## src/rtl/spp_pkg.sv

```systemverilog
// Shared types and constants for the spatial pixel predictor.
// No dependencies; every other file but spp_ram refers to this package by scoped names.
package spp_pkg;

  localparam int SAMPLE_BITS = 9;
  localparam int CFG_BITS    = 13;
  localparam int CFG_IDX_BITS = 2;

  localparam int DEF_MAX_WIDTH  = 4096;
  localparam int DEF_MAX_HEIGHT = 4096;

  localparam logic [CFG_BITS-1:0] RST_IMAGE_WIDTH  = 13'd64;
  localparam logic [CFG_BITS-1:0] RST_IMAGE_HEIGHT = 13'd64;

  localparam logic [CFG_IDX_BITS-1:0] REG_IMAGE_WIDTH  = 2'd0;
  localparam logic [CFG_IDX_BITS-1:0] REG_IMAGE_HEIGHT = 2'd1;

  localparam logic [SAMPLE_BITS-1:0] RESID_BIAS = 9'h100;

  // Position class of a pixel, decided in the front end
  typedef enum logic [1:0] {
    CLS_FIRST    = 2'd0,
    CLS_TOP_ROW  = 2'd1,
    CLS_LEFT_COL = 2'd2,
    CLS_MAIN     = 2'd3
  } spp_cls_e;

  typedef struct packed {
    logic [SAMPLE_BITS-1:0] sample;
    spp_cls_e               cls;
    logic                   last;
  } spp_pend_t;

  typedef struct packed {
    logic [SAMPLE_BITS-1:0] sample;
    logic [SAMPLE_BITS-1:0] top;
    spp_cls_e               cls;
    logic                   last;
  } spp_item_t;

endpackage

```

## src/rtl/spp_queue.sv

```systemverilog
// Two-entry queue of classified pixels between front and back end.
// Uses spp_pkg for the item type.
module spp_queue (
  input  logic               clk_i,
  input  logic               rst_ni,
  input  logic               push_i,
  input  spp_pkg::spp_item_t item_i,
  output logic               ready_o,
  output logic               valid_o,
  input  logic               pop_i,
  output spp_pkg::spp_item_t item_o
);

  spp_pkg::spp_item_t slot_q [2];
  logic       wptr_q, rptr_q;
  logic [1:0] count_q, count_d;
  logic       do_push, do_pop;

  assign ready_o = (count_q != 2'd2);
  assign valid_o = (count_q != 2'd0);
  assign do_push = push_i & ready_o;
  assign do_pop  = pop_i & valid_o;
  assign item_o  = slot_q[rptr_q];

  always_comb begin
    count_d = count_q;
    if (do_push && !do_pop) begin
      count_d = count_q + 2'd1;
    end else if (do_pop && !do_push) begin
      count_d = count_q - 2'd1;
    end
  end

  always_ff @(posedge clk_i or negedge rst_ni) begin
    if (!rst_ni) begin
      wptr_q  <= 1'b0;
      rptr_q  <= 1'b0;
      count_q <= 2'd0;
    end else begin
      count_q <= count_d;
      if (do_push) begin
        wptr_q <= ~wptr_q;
      end
      if (do_pop) begin
        rptr_q <= ~rptr_q;
      end
    end
  end

  always_ff @(posedge clk_i) begin
    if (do_push) begin
      slot_q[wptr_q] <= item_i;
    end
  end

endmodule

```

## config.mk

```make
export PLATFORM = sky130hd
export DESIGN_NAME = spp_queue
export DESIGN_NICKNAME = d
export VERILOG_FILES = /design/src/rtl/spp_pkg.sv /design/src/rtl/spp_queue.sv
export SDC_FILE = /design/constraint.sdc
export NUM_CORES = 1
export LEC_CHECK = 0
export BUFFER_PORTS_ARGS = -buffer_cell sky130_fd_sc_hd__buf_2
export CORE_MARGIN = 10
export CORE_UTILIZATION = 50
export DETAILED_ROUTE_END_ITERATION = 8
export PLACE_DENSITY = 0.77
export SLEW_MARGIN = 10
export SYNTH_ARGS = -nofsm -noshare
export SYNTH_HDL_FRONTEND = slang
export SYNTH_SLANG_ARGS = --single-unit
```

## constraint.sdc

```tcl
create_clock -name clk_i -period 2.65 [get_ports clk_i]
set_input_delay 0.1325 -clock clk_i [delete_from_list [all_inputs] [get_ports clk_i]]
set_output_delay 0.1325 -clock clk_i [all_outputs]
set_load 0.1 [all_outputs]
```

==> metrics.md <==
| Metric | Value |
|---|---|
| Overall routing resource usage | 10.3% |
| # setup viols final | 0 |
| # fillers | 241 |
| Slowest stage cell on the critical path | dfrtp_1 |
| RSZ-0062 raised after global routing | false |
| Initial antenna violation count | 0 |
| Synth Area in Adders | 0.723% |
| Fin util | 68.6% |
| Most common cell in the synthesized netlist | edfxtp_1 |
| Cell count after synthesis | 83 |
| Mux cell area share after synthesis | 13.7% |
| Post-layout minimum cycle time | 2.17 ns |
| Initial Util | 51.9% |
| Layout Cells excl Fill | 206 |
| Pin count of the biggest net entering global routing | 23 |
| Antenna diode count | 0 |
| Min Hold Slack | 0.0562 ns |
| Clock Sinks | 46 |
| Clock-pin slew on the worst setup and hold paths | 0.11 ns |
| Row cnt | 21 |
| Worst hold path class | in -> reg |
| Yosys reg bits | 46 |
| Met3 WL | 203 um |
| Post-CTS Resized | 0 |
| Core ar. | 0.00334 mm2 |
| P&R area growth vs syn | 32.2% |
| Die ar. | 0.00622 mm2 |
| Worst hold path depth | 3 |
| Critical setup path kind | reg -> out |
| Fin. max-slew vios | 0 |
| WL met2 | 1690 um |
| Post-CTS setup buffers | 0 |
| Buf+Inv Stages, Crit Path | 1 |
| CP max FO | 22 |
| # H-tree levels | 2 |
| Total wire length | 3150 um |
| Status | complete, no violations |
| Family with the most delay on the worst path | flip-flops |
| Clk buf depth | 2 |
| R2R Path End | slot_q[0][1]$_DFFE_PP_ |
| Dpl hpwl | 2210 um |
| Syn Nets | 109 |
| CP endpoint | item_o[20] |
| Port bufs | 47 |
| DR top layer | met4 |
| Worst Setup SP | rptr_q$_DFFE_PN0P_ |
| WP data arrival | 2.03 ns |
| FF+latch area | 0.00136 mm2 |
| Register area share after synthesis | 78.6% |
| Synth cell types | 14 |
| Dominant synthesized flop cell | edfxtp_1 |
| Max_cap viols | 0 |
| CP required | 2.52 ns |
| Critical path launch point type | register |
| Simple-Gate Fraction of Synth Area | 2.96% |
| XOR/XNOR share of the synthesized area | 2.53% |
| Netlist Area Pre-Place | 0.00173 mm2 |
| DRT met1 WL | 1230 um |
| Rel. slew slack | 38.6% |
| R2R cell count | 4 |
| CP Cell Sequence | mux2_2 -> buf_2 |
| First-pass GRT wire length | 5110 um |
| Area occupied by multi-input gates | 347 um2 |
| Critical Path Sink Type | primary output |
| CTS tree | done |
| Worst slew pin tran | 0.920 ns |
| Final period util | 81.8% |
| FF-to-FF setup slack | 0.93 ns |
| Clk_lat worst skew | 0.33 ns |
| Synth Area in Compound Gates | 0% |
| Syn_area_per_cell | 20.9 um2 |
| Cell taking the most area after synthesis | edfxtp_1 |
| IO Pins | 48 |
| WP depth | 2 |
| Final setup TNS | 0 ns |
| Routed len/inst | 15.3 um |
| Final Skew | 0.00548 ns |
| Vias per Instance | 4.72 |
| Nets | 185 |
| Vias in the first global route | 1102 |
| Die X | 78.9 um |
| Synth top cells by count | edfxtp_1 (42), mux2_2 (21), dfrtp_1 (4), xnor2_1 (3) |
| FF-to-FF Start | count_q[0]$_DFFE_PN0P_ |
| CTS Buf Count | 5 |
| DRC | 0 |
| Async set-reset flop share out of synthesis | 8.70% |
| Share of layout cells above drive strength 1 | 49.4% |
| Starting DRC count in detailed routing | 42 |
| CP max stage delay | 0.96 ns |
| Top cell type's share of synthesized area | 72.8% |
| Root Buffer | clkbuf_4 |
| DRT Pass-1 Iters | 4 |
| Die H | 78.9 um |
| Post-CTS Hold Buffers | 22 |
| Total grt overflow | 0 |
| Fin. Hold Viols | 0 |
| Vias | 973 |
| Gpl congestion | 0.681 |
| Combinational family with the most area after synthesis | multiplexers |
| Post-DRT Antenna Nets | 0 |
| Fmax | 0.462 GHz |
| Placed insts | 176 |
| Yosys warning count | 0 |
| Post-synth EDFFs | 42 |
| Synth area leaders | edfxtp_1 (73%), mux2_2 (14%), dfrtp_1 (5.8%) |
==> area by class of cell <==
class	count	share of cell area, %
multi-input combinational	34	15.1
sequential	46	59.5
inverter	1	0.164
clock buffer	5	1.64
clock inverter	3	0.492
timing repair buffer	71	20.6
tap	46	2.52
==> metrics by stage <==
| step | setup WS, ns | cell area (um2) |
|---|---|---|
| after global placement | 0.840 | 2020 |
| after CTS | 0.438 | 2290 |
| after floorplan | 0.448 | 1730 |
| after global routing | 0.330 | 2290 |
| final | 0.483 | 2290 |
| after detailed placement | 0.821 | 2020 |
==> placed cells by master, fill, tap and decap left out, types with 2 or more instances in the layout <==
cell / n
buf_4: 2
xor2_1: 2
dfrtp_1: 4
buf_2: 47
edfxtp_1: 42
mux2_2: 21
dlygate4sd3_1: 22
xnor2_1: 3
clkbuf_4: 5
clkinv_1: 3
==> registers in the layout (all words and copies together) (netlist names) <==
register / count
wptr_q: 1
slot_q: 42
rptr_q: 1
count_q: 2
==> layer usage <==
layer,GRT usage (%),up-vias
li1,-,469
met1,10.7,465
met2,18.6,35
met3,3.72,4
met4,3.76,0
met5,0,-
==> cell families after synthesis <==
kind of cell / Yosys count
DFF: 46
muxes: 21
and+or+nand+nor: 7
xor gates and xnor gates: 5
buffers and inverters: 3
adders and majority gates: 1
==> how the worst min path moves through the flow <==
stage	startpoint	to	slack, ns
floorplan	rst_ni	count_q[0]$_DFFE_PN0P_	-0.16
CTS	pop_i	rptr_q$_DFFE_PN0P_	0.04
global placement	rst_ni	count_q[1]$_DFFE_PN0P_	-0.06
detailed placement	rst_ni	count_q[0]$_DFFE_PN0P_	-0.05
finish	pop_i	rptr_q$_DFFE_PN0P_	0.06
global route	pop_i	rptr_q$_DFFE_PN0P_	0.04
==> worst register-to-register path: cells and delay by family (launching register included) <==
kind,cells,cell delay [ns]
buffers and inverters,1,0.31
flip-flops,1,0.43
AND/OR/NAND/NOR,3,0.69
Power is left out: the tool's default activity adds up to more than one toggle a clock period on the data nets, which glitch-free logic cannot reach.
