**src/rtl/spp_pkg.sv**
```systemverilog
// Shared types and constants for the spatial pixel predictor.
// No dependencies; every other file but spp_ram refers to this package by scoped names.
package spp_pkg;

  localparam int SAMPLE_BITS = 9;
  localparam int CFG_BITS    = 13;
  localparam int CFG_IDX_BITS = 2;

  localparam int DEF_MAX_WIDTH  = 4096;
  localparam int DEF_MAX_HEIGHT = 4096;

  localparam logic [CFG_BITS-1:0] RST_IMAGE_WIDTH  = 13'd64;
  localparam logic [CFG_BITS-1:0] RST_IMAGE_HEIGHT = 13'd64;

  localparam logic [CFG_IDX_BITS-1:0] REG_IMAGE_WIDTH  = 2'd0;
  localparam logic [CFG_IDX_BITS-1:0] REG_IMAGE_HEIGHT = 2'd1;

  localparam logic [SAMPLE_BITS-1:0] RESID_BIAS = 9'h100;

  // Position class of a pixel, decided in the front end
  typedef enum logic [1:0] {
    CLS_FIRST    = 2'd0,
    CLS_TOP_ROW  = 2'd1,
    CLS_LEFT_COL = 2'd2,
    CLS_MAIN     = 2'd3
  } spp_cls_e;

  typedef struct packed {
    logic [SAMPLE_BITS-1:0] sample;
    spp_cls_e               cls;
    logic                   last;
  } spp_pend_t;

  typedef struct packed {
    logic [SAMPLE_BITS-1:0] sample;
    logic [SAMPLE_BITS-1:0] top;
    spp_cls_e               cls;
    logic                   last;
  } spp_item_t;

endpackage

```
**src/rtl/spp_back.sv**
```systemverilog
// Back end: neighbour prediction, residual and the output register.
// Holds the left and upper-left samples. Uses spp_pkg.
module spp_back (
  input  logic                            clk_i,
  input  logic                            rst_ni,
  input  logic                            item_valid_i,
  input  spp_pkg::spp_item_t              item_i,
  output logic                            pop_o,
  output logic                            out_valid_o,
  input  logic                            out_stall_i,
  output logic [spp_pkg::SAMPLE_BITS-1:0] residual_o,
  output logic                            frame_end_o
);

  localparam int SB = spp_pkg::SAMPLE_BITS;

  logic [SB-1:0]   left_q, ul_q;
  logic            out_valid_q;
  logic [SB-1:0]   residual_q, residual_d;
  logic            frame_end_q;
  logic [SB-1:0]   t, pred, blend;
  logic [SB+2:0]   wsum;

  assign t     = item_i.top;
  assign pop_o = item_valid_i & (~out_valid_q | ~out_stall_i);

  // 3*top + 3*left + 2*upper-left fits in SB+3 bits
  assign wsum  = ({3'b0, t} << 1) + {3'b0, t} + ({3'b0, left_q} << 1) + {3'b0, left_q}
               + ({3'b0, ul_q} << 1);
  assign blend = wsum[SB+2:3];

  always_comb begin
    case (item_i.cls)
      spp_pkg::CLS_TOP_ROW:  pred = left_q;
      spp_pkg::CLS_LEFT_COL: pred = t;
      spp_pkg::CLS_MAIN: begin
        if (ul_q == t) begin
          pred = left_q;
        end else if (ul_q == left_q) begin
          pred = t;
        end else if (t == left_q) begin
          pred = ul_q;
        end else begin
          pred = blend;
        end
      end
      default:               pred = '0;
    endcase
    if (item_i.cls == spp_pkg::CLS_FIRST) begin
      residual_d = item_i.sample;
    end else begin
      residual_d = item_i.sample - pred + spp_pkg::RESID_BIAS;
    end
  end

  always_ff @(posedge clk_i or negedge rst_ni) begin
    if (!rst_ni) begin
      out_valid_q <= 1'b0;
    end else if (pop_o) begin
      out_valid_q <= 1'b1;
    end else if (!out_stall_i) begin
      out_valid_q <= 1'b0;
    end
  end

  always_ff @(posedge clk_i) begin
    if (pop_o) begin
      residual_q  <= residual_d;
      frame_end_q <= item_i.last;
      left_q      <= item_i.sample;
      ul_q        <= t;
    end
  end

  assign out_valid_o = out_valid_q;
  assign residual_o  = residual_q;
  assign frame_end_o = frame_end_q;

endmodule
```
**config.mk**
```make
export PLATFORM = sky130hd
export DESIGN_NAME = spp_back
export DESIGN_NICKNAME = d
export VERILOG_FILES = /design/src/rtl/spp_pkg.sv /design/src/rtl/spp_back.sv
export SDC_FILE = /design/constraint.sdc
export NUM_CORES = 1
export LEC_CHECK = 0
export BUFFER_PORTS_ARGS = -buffer_cell sky130_fd_sc_hd__buf_2
export CORE_ASPECT_RATIO = 2
export CORE_MARGIN = 2
export CORE_UTILIZATION = 30
export DETAILED_ROUTE_END_ITERATION = 6
export PLACE_DENSITY = 0.48
export SLEW_MARGIN = 20
export SYNTH_ARGS = -nofsm -noshare
export SYNTH_HDL_FRONTEND = slang
export SYNTH_SLANG_ARGS = --single-unit
```
**constraint.sdc**
```tcl
create_clock -name clk_i -period 5.5 [get_ports clk_i]
set_input_delay 0.275 -clock clk_i [delete_from_list [all_inputs] [get_ports clk_i]]
set_output_delay 0.275 -clock clk_i [all_outputs]
set_load 0.05 [all_outputs]
```
==> results.cfg <==
[outcome]
status = complete, but fails checks
violations = setup timing

[sta]
finalSetupViolations = 2
tightest_slew_ns = 0.5741
worst_hold_slack_ns = 0.1732
finClkSkew_ns = 0.002128
final.setup.worst_slack_ns = -0.1867
rsz0062_at_grt = yes
finalSetupTns_ns = -0.1996
slew_headroom_pct = 61.61
hold_violations = 0
finalCritPeriodShare_pct = 103.4
timing.final.max_slew_violations = 0
min_period_ns = 5.687
max_freq_mhz = 175.8

[global_routing]
grt_pass1_vias = 2713
grt_pass1_wl_um = 13360
antenna_found_initial = 0
grt_start_max_net_pins = 19
gr-total-overflow = 0
grt_usage_pct = 15.10

[route]
vias_per_cell = 4.537
vias = 2482
wl_per_cell_um = 14.81
drtAntennaViolNets = 0
drc = 0
wl_um = 8099
firstDrtPassIters = 4
drt_iter0_drc = 73

[yosys]
synth_area_um2 = 3157
synthesis.instances = 329
ys_seq_elements = 29
synth_nets = 408
synth-edff-count = 28
synth_warnings = 0
netlist.area_leader.share_pct = 26.63
synth_area_leader_cell = edfxtp_1
synthArstFlopShare_pct = 3.448
syn_area_per_cell_um2 = 9.595
ys_seq_area_share_pct = 27.43
synth_ff_type = edfxtp_1
synthTopCellsByArea = edfxtp_1 27%, fa_1 16%, ha_1 11%
ys_types = 46

[worst_hold_path]
hp-class = input pin to flop
holdPathEnd = frame_end_o
hold_start = item_i[0]
min_delay_path_depth = 1

[final_layout]
final_cell_mix = 73 x inv_1, 41 x buf_4, 36 x buf_2
fill_cells = 1082
diodes = 0
area_delta_synth_final_pct = 28.30
drive_above_1_share_pct = 26.10
final_util_pct = 38.90
final_nets = 488
final_cell_area_um2 = 4050
final_common_cell = inv_1

[setup_path]
crit_required_ns = 5.53
r2r_slack_ns = -0.19
cp_slowest_stage_delay_ns = 0.49
r2r_start = left_q[2]
path_buf_inv = 6
endpoint_kind = flop
critical_path.max_fanout = 2
r2r_cells = 26
path_delay_family = adder cells
crit_start = left_q[2]
crit_type = flop to flop
r2r_end = residual_o[8]
cp_slowest_cell = fa_1
crit_path_start_kind = flop
worst_ep_arrival_time_ns = 5.71

[clock_network]
cts.sink_count = 29
cts_root_buf = clkbuf_16
cts.htree.levels = 2
clk_latency_ns = 0.28
cts_buffers = 5
cts_tree = done
clk_pin_slew_ns = 0.05
clock_path_buffers = 2

[die]
dieWidth_um = 76.54
start_util_pct = 30.32
fp.dieH_um = 149.1
core.rowCount = 53
core-area_um2 = 10410
io_pins = 37
die_area_um2 = 11410

[power]
cellPowerDensity_nw_per_um2 = 370.9
cellLeakagePower_nw = 1.898
ir_drop_mv = 0.2243

[job]
maxCapViolCount = 0

[placed_design]
place_congestion = 0.8146
dp_hpwl_um = 6748
placedInstanceArea_um2 = 3806
dp_slack_ns = -0.4619
place.port_buffers = 36
-- through the flow --
stage | instances | total power, mW
floorplan | 329 | 0.8964
global placement | 535 | 1.162
detailed placement | 535 | 1.167
CTS | 545 | 1.483
global route | 547 | 1.640
finish | 547 | 1.502
-- cell families after synthesis --
kind of cell	count (synthesis)	share of synthesized area (%)
compound gates	59	12.49
simple gates	66	11.02
buf+inv	79	9.552
xor+xnor	36	9.988
flops	29	27.43
mux	6	1.942
fa+ha+maj	54	27.59
-- area by class of cell --
| cell class | count | area (um2) | area share [%] |
|---|---|---|---|
| Timing Repair Buffer | 78 | 498.0 | 12.30 |
| Clock inverter | 2 | 10.01 | 0.2471 |
| Sequential cell | 29 | 865.8 | 21.38 |
| Inverter | 74 | 277.8 | 6.858 |
| Clock buffer | 6 | 128.9 | 3.182 |
| Multi-Input combinational cell | 221 | 2098 | 51.81 |
| Tap cell | 137 | 171.4 | 4.232 |
-- flip-flops by register name (all words and copies together), names as in the netlist --
signal       cells
ul_q             9
frame_end_o      1
out_valid_o      1
left_q           9
residual_o       9
-- where the power goes --
| group | leakage, nW | internal, mW | switching (mW) |
|---|---|---|---|
| registers | 0.278 | 0.282 | 0.0144 |
| clock network | 0.0706 | 0.166 | 0.0974 |
| logic | 1.55 | 0.436 | 0.507 |
| total | 1.90 | 0.884 | 0.619 |
-- worst reg2reg max path, delay by kind of cell, from the launching register on --
family                     cells  cell delay, ns
DFF                            1            0.34
xor gates and xnor gates       3            0.37
adders and majority gates      6            2.29
AOI/OAI and AO/OA              6            1.15
muxes                          1            0.17
and+or+nand+nor                4            0.56
buffers and inverters          6            0.54
-- metal layers --
metal / global-route usage (%) / vias up / wire [um]
met3: 0.9080 / 11 / 90
met1: 15.00 / 1195 / 2981
met4: 6.636 / 0 / 227
li1: - / 1248 / -
met5: 0 / - / 0
met2: 31.19 / 28 / 4799
-- worst max-delay path by stage --
stage	slack [ns]	to	depth (start not counted)
CTS	-0.16	residual_o[8]	27
floorplan	0.01	residual_o[8]	24
global route	-0.54	residual_o[8]	27
detailed placement	-0.46	residual_o[8]	26
finish	-0.19	residual_o[8]	26
global placement	-0.40	residual_o[8]	26
-- cell usage after synthesis, types with 3 or more instances --
cell type,number
fa_1,26
nand3_1,3
o21ai_0,20
nor3_1,4
nand4_1,3
xor2_1,19
nand2_1,26
nor2_1,8
ha_1,28
xnor2_1,17
clkbuf_1,3
inv_1,74
a21o_1,4
a21oi_1,12
nand2b_1,3
o31ai_1,4
nor2b_1,6
a21boi_0,3
edfxtp_1,28
mux2i_1,5
a22oi_1,3
a222oi_1,3
-- repair_timing --
| action | CTS | global route |
|---|---|---|
| gates resized for setup | 12 | 7 |
| endpoints found under the hold margin | 1 | 0 |
| setup endpoints to repair | 2 | 4 |
| hold buffers | 1 | 0 |
| pin swaps | 9 | 9 |
| buffers inserted | 1 | 2 |
No activity file was read; power rests on OpenSTA's default activity.
